## src/sv/rcia_pkg.sv

```systemverilog
`default_nettype none
package rcia_pkg;
  localparam int unsigned IdBits    = 10;
  localparam int unsigned CountBits = 16;
  localparam int unsigned QDepth    = 1 << IdBits;
  localparam logic [IdBits-1:0]    MaxId    = {IdBits{1'b1}};
  localparam logic [CountBits-1:0] MaxCount = {CountBits{1'b1}};

  typedef enum logic [2:0] {
    CMD_ALLOC   = 3'd0,
    CMD_RETAIN  = 3'd1,
    CMD_RELEASE = 3'd2,
    CMD_RENEW   = 3'd3,
    CMD_ASSIGN  = 3'd4
  } cmd_e;

  typedef enum logic [1:0] {
    ST_OK        = 2'd0,
    ST_EXHAUSTED = 2'd1,
    ST_NOT_LIVE  = 2'd2,
    ST_SATURATED = 2'd3
  } status_e;

  typedef enum logic [2:0] {
    S_CLR, S_IDLE, S_RD, S_DEC, S_WR2, S_OUT
  } eng_state_e;

  typedef struct packed {
    logic [2:0]        cmd;
    logic [IdBits-1:0] own_id;
    logic [IdBits-1:0] source_id;
  } item_t;

  typedef struct packed {
    logic [IdBits-1:0]    new_id;
    logic [1:0]           status;
    logic                 freed;
    logic [CountBits-1:0] ref_count;
  } result_t;
endpackage
`default_nettype wire

```

## src/sv/rcia_front.sv

```systemverilog
`default_nettype none
// two-entry command queue between the input port and the engine
module rcia_front import rcia_pkg::*; (
  input  wire logic  clk_i,
  input  wire logic  rst_ni,
  input  wire logic  push_i,
  output logic       full_o,
  input  wire item_t item_i,
  output logic       valid_o,
  input  wire logic  take_i,
  output item_t      item_o
);
  item_t      mem_q [2];
  logic       wp_q, rp_q;
  logic [1:0] cnt_q;
  logic       wr, rd;

  assign full_o  = cnt_q == 2'd2;
  assign valid_o = cnt_q != 2'd0;
  assign item_o  = mem_q[rp_q];
  assign wr = push_i && !full_o;
  assign rd = take_i && valid_o;

  always_ff @(posedge clk_i) begin
    if (wr) mem_q[wp_q] <= item_i;
  end

  always_ff @(posedge clk_i or negedge rst_ni) begin
    if (!rst_ni) begin
      wp_q <= 1'b0; rp_q <= 1'b0; cnt_q <= 2'd0;
    end else begin
      if (wr) wp_q <= ~wp_q;
      if (rd) rp_q <= ~rp_q;
      cnt_q <= cnt_q + {1'b0, wr} - {1'b0, rd};
    end
  end
endmodule
`default_nettype wire

```

## config.mk

```make
export PLATFORM = sky130hd
export DESIGN_NAME = rcia_front
export DESIGN_NICKNAME = d
export VERILOG_FILES = /design/src/sv/rcia_pkg.sv /design/src/sv/rcia_front.sv
export SDC_FILE = /design/constraint.sdc
export NUM_CORES = 1
export LEC_CHECK = 0
export BUFFER_PORTS_ARGS = -buffer_cell sky130_fd_sc_hd__buf_2
export CAP_MARGIN = 20
export CORE_MARGIN = 5
export CORE_UTILIZATION = 40
export DETAILED_ROUTE_END_ITERATION = 7
export GPL_TIMING_DRIVEN = 1
export PLACE_DENSITY_LB_ADDON = 0.15
export SLEW_MARGIN = 15
export SYNTH_ARGS = -nofsm -noshare
export SYNTH_HDL_FRONTEND = slang
export SYNTH_SLANG_ARGS = --single-unit
```

## constraint.sdc

```tcl
create_clock -name clk_i -period 2.77 [get_ports clk_i]
set_input_delay 0.277 -clock clk_i [delete_from_list [all_inputs] [get_ports clk_i]]
set_output_delay 0.277 -clock clk_i [all_outputs]
set_load 0.02 [all_outputs]
```

==> flow_summary.ini, run 1 <==
[place]
io_buffers = 51
place_area_mm2 = 0.00229
hpwl_mm = 2.33
gp_congestion = 0.644

[sta]
tightest_slew_ns = 0.562
rsz0062_at_grt = no
final.min_clock_period_ns = 1.77
fin_skew_ns = 0.00344
tns_ns = 0
finalHoldViolations = 0
min_period_over_period_pct = 63.9
max_freq_mhz = 565
setup_viol = 0
final_max_slew_viol_count = 0
maxSlewHeadroom_pct = 62.5

[finish]
most-common-layout-cells = 51 x buf_2, 46 x edfxtp_1, 19 x mux2_4
final_common_cell = buf_2
diodes = 0
design_area_mm2 = 0.00238
drive_gt1_share_pct = 57.6
fin_nets = 179
fin_util_pct = 50.4
fill_cells = 393
area_growth_pct = 22.0

[clocking]
clock_sinks = 50
clk_path_buf_depth = 2
htreeDepth = 2
insertion_delay_ns = 0.29
cts_tree = done
cts_resized = 0
cts_made_buffers = 5
root_buffer = clkbuf_8
post_cts_buffers = 0
path_clk_slew_ns = 0.08

[worst_setup_path]
slowest_delay_ns = 0.46
cp_max_fo = 13
critPathKind = flip-flop to flip-flop
critPathArrivalTime_ns = 1.76
slowest_stage = nor2_2
cp-end-kind = flip-flop
required_ns = 2.76
path_cells = nand2b_1 > nand2_1 > nor2_2 > buf_4
startpoint_type = flip-flop

[route]
drc = 0
vias = 951
ant_nets = 0
viasPerCell = 4.36
wire_per_inst_um = 14.5
drtIter0Drc = 37
drt-total-wl_mm = 3.16
drtPass1Iterations = 3

[floorplan]
ioPinCount = 52
dieArea_mm2 = 0.00637
fp.dieH_um = 79.8
core_region_area_mm2 = 0.00472
row_count = 25
fp.dieW_um = 79.8
start_util_pct = 41.3

[power_and_ir_drop]
ir_drop_mv = 0.463
p_sw_mw = 0.825
combPwrFrac_pct = 40.3
switching_share_pct = 33.1
total_power_mw = 2.49
clkPwrFrac_pct = 15.6
power.leakage_nw = 0.973
powerDensity_mw_per_mm2 = 1050
internal-power_mw = 1.67
seqPwrFrac_pct = 44.0

[logic_synthesis]
netlist-cell-type-count = 15
syn_inst = 90
synth_seq_cells = 50
syn-num-nets = 119
yosysWarnings = 0
avgSynthCellArea_um2 = 21.7
yosysSeqAreaShare_pct = 75.9
synth.cell_area_mm2 = 0.00195

[global_routing]
grt_pass1_vias = 1044
grt_max_degree = 17
antenna_found_initial = 0
grt_usage_pct = 10.7
overflow = 0
grt_pass1_wl_mm = 5.00

[outcome]
status = complete, no violations

[flow_run]
cap_violations = 0

[hold_path]
hold_path_class = input port to flip-flop
area by class of cell:
cell class	count	area [um2]	share of cell area (%)
Clock buffer	6	72.6	3.05
Clock inverter	2	8.76	0.368
Inverter	2	7.51	0.315
Multi-Input combinational cell	35	430	18.1
Sequential cell	50	1480	62.3
Tap cell	67	83.8	3.52
Timing Repair Buffer	56	295	12.4
worst paths after layout:
path	from	endpoint	slack, ns	cells past startpoint
max	cnt_q[1]	mem_q[0][12]	1.00	4
max in group asynchronous	rst_ni	rp_q	2.35	2
min in group asynchronous	rst_ni	wp_q	0.30	2
min reg2reg	wp_q	wp_q	0.53	1
max reg2reg	cnt_q[1]	mem_q[0][12]	1.00	4
min	item_i[13]	mem_q[0][13]	0.17	1
critical path: cells and delay by family, from the launching register on:
kind          cells  cell delay (ns)
simple gates      3             0.71
flops             1             0.42
buf+inv           1             0.33
power groups by stage:
stage	Sequential [mW]	Combinational, mW	Clock (mW)
2_1_floorplan	1.10	0.776	0
4_1_cts	1.10	1.03	0.403
3_5_place_dp	1.12	1.03	0
3_3_place_gp	1.10	1.01	0
5_1_grt	1.12	1.08	0.437
6_report	1.10	1.00	0.390
synthesized netlist by cell type:
cell type	number	area [um2]
mux2_4	19	285
nand2b_1	1	6.26
inv_1	2	7.51
and3_1	1	6.26
dfrtp_1	4	100
nor2_1	1	3.75
edfxtp_1	46	1380
ha_1	2	25.0
nand2_1	1	3.75
or2_4	1	8.76
and2_4	1	8.76
mux2_2	4	45.0
xor2_1	1	8.76
buf_6	3	33.8
xnor2_1	3	26.3
state kept, by name, summed over array words and instances, names as in the netlist:
register and flops:
cnt_q 2, mem_q 46, rp_q 1, wp_q 1
routing by layer:
layer	part of all wire (%)	global-route usage [%]	wire length, um
met1	40	11.8	1250
met3	6.8	3.84	216
met2	52	18.6	1640
met4	1.6	4.56	51
met5	0	0	0
stage by stage:
| step | hold WS [ns] | std cells | setup WS, ns |
|---|---|---|---|
| 2_1_floorplan | -0.0186 | 90 | 0.789 |
| 3_3_place_gp | 0.0862 | 209 | 1.06 |
| 3_5_place_dp | 0.0865 | 209 | 0.976 |
| 4_1_cts | 0.158 | 218 | 0.957 |
| 5_1_grt | 0.150 | 218 | 0.801 |
| 6_report | 0.168 | 218 | 1.00 |
cells by family after synthesis:
| group | after synthesis | share of synthesized area [%] |
|---|---|---|
| flip-flops | 50 | 75.9 |
| multiplexers | 23 | 16.9 |
| AND/OR/NAND/NOR | 6 | 1.92 |
| buffers and inverters | 5 | 2.12 |
| XOR/XNOR | 4 | 1.80 |
| adder cells (fa/ha/maj) | 2 | 1.28 |
timing repair:
action	in CTS	in global routing
hold buffers	1	0
hold endpoints to repair	4	0
endpoints found under the setup margin	0	0
(Power assumes the default switching activity.)
==> inputs of run 2 (changes only) <==
==> constraint.sdc (replaced) <==
create_clock -name clk_i -period 1.76 [get_ports clk_i]
set_input_delay 0.176 -clock clk_i [delete_from_list [all_inputs] [get_ports clk_i]]
set_output_delay 0.176 -clock clk_i [all_outputs]
set_load 0.02 [all_outputs]
==> flow_summary.ini, run 2 (same netlist as run 1, synthesis figures left out) <==
[place]
numPlacedInstances = 211
io_buffers = 51
place_ws_ns = -0.0192
place_area_mm2 = 0.00230
gp_congestion = 0.685
hpwl_mm = 2.40

[power_and_ir_drop]
powerDensity_mw_per_mm2 = 1660
ir_drop_mv = 0.977
power.leakage_nw = 0.993
total_power_mw = 4.05

[finish]
regMostFlops = mem_q
drive_gt1_share_pct = 60.4
design_area_mm2 = 0.00243
fin_nets = 182
diodes = 0
final_common_cell = buf_2
largest_register_ff_count = 46
area_growth_pct = 24.8
fill_cells = 392
stdcell_count = 221
fin_util_pct = 51.5
most-common-layout-cells = 51 x buf_2, 46 x edfxtp_1, 19 x mux2_4
reg_top3 = mem_q: 46 flops, cnt_q: 2 flops

[sta]
tightest_slew_ns = 0.264
final_max_slew_viol_count = 0
setup_viol = 0
finalHoldViolations = 0
min_period_over_period_pct = 96.9
fin_skew_ns = 0.00543
max_freq_mhz = 587
maxSlewHeadroom_pct = 82.4
final.min_clock_period_ns = 1.71
rsz0062_at_grt = no
tns_ns = 0
setup_ws_ns = 0.0550
whs_ns = 0.0691

[floorplan]
start_util_pct = 41.3
core_region_area_mm2 = 0.00472
ioPinCount = 52
row_count = 25
dieArea_mm2 = 0.00637
fp.dieH_um = 79.8
fp.dieW_um = 79.8

[route]
ant_nets = 0
drt-total-wl_mm = 3.29
viasPerCell = 4.38
vias = 969
drc = 0
wire_per_inst_um = 14.9
drtIter0Drc = 26
drtPass1Iterations = 4

[hold_path]
hold_path_class = input port to flip-flop

[global_routing]
grt_usage_pct = 11.0
busiest_layer = met2
overflow = 0
grt_pass1_vias = 1032
grt_util_met2_pct = 18.4
grt_max_degree = 16
antenna_found_initial = 0
met3_usage_pct = 4.51
use_met1_pct = 12.4
grt_pass1_wl_mm = 5.11

[clocking]
cts_tree = done
path_clk_slew_ns = 0.09
cts_made_buffers = 5
clk_path_buf_depth = 2
insertion_delay_ns = 0.29
clock_sinks = 50
root_buffer = clkbuf_8
htreeDepth = 2

[worst_setup_path]
path_buf_inv = 1
crit_family = flip-flops
required_ns = 1.97
cp_max_fo = 3
cpMostUsedCell = ha_4
startpoint_type = flip-flop
cp-end-kind = flip-flop
critPathKind = flip-flop to flip-flop
path_cells = or2_4 > and2_4 > ha_4 > inv_1 > ha_4 > xnor2_2 > xnor2_1
slowest_stage = dfrtp_1
slowest_delay_ns = 0.43
critPathArrivalTime_ns = 1.91

[outcome]
status = complete, no violations

[flow_run]
cap_violations = 0
[run 2: worst paths after layout]
kind / startpoint / end / slack (ns) / cells past startpoint
min: item_i[4] / mem_q[1][4] / 0.07 / 1
min reg2reg: wp_q / wp_q / 0.54 / 1
max reg2reg: cnt_q[0] / cnt_q[1] / 0.05 / 7
max: cnt_q[0] / cnt_q[1] / 0.05 / 7
min in group asynchronous: rst_ni / cnt_q[1] / 0.21 / 2
max in group asynchronous: rst_ni / rp_q / 1.44 / 2
[run 2: where the power goes]
group	total [mW]	leakage [nW]	switching, mW	internal, mW
combinational	1.70	0.477	0.908	0.794
clock	0.619	0.0426	0.345	0.274
sequential	1.73	0.474	0.0975	1.63
total	4.05	0.993	1.35	2.70
[run 2: layout make-up]
| class | count | area [um2] | area share (%) |
|---|---|---|---|
| Sequential cell | 50 | 1480 | 60.8 |
| Clock buffer | 6 | 72.6 | 2.98 |
| Inverter | 2 | 7.51 | 0.308 |
| Clock inverter | 2 | 8.76 | 0.360 |
| Tap cell | 67 | 83.8 | 3.44 |
| Timing Repair Buffer | 59 | 318 | 13.1 |
| Multi-Input combinational cell | 35 | 463 | 19.0 |
[run 2: timing repair]
action | in CTS | in global routing
hold buffers | 1 | 0
resized for setup | 1 | 3
endpoints found under the hold margin | 4 | 0
pin swaps | 0 | 2
buffers inserted | 1 | 0
endpoints found under the setup margin | 1 | 1
[run 2: layer usage]
metal | wire length, um | vias to the layer above
met1 | 1270 | 467
met3 | 252 | 2
li1 | - | 464
met5 | 0 | -
met2 | 1750 | 36
met4 | 23 | 0
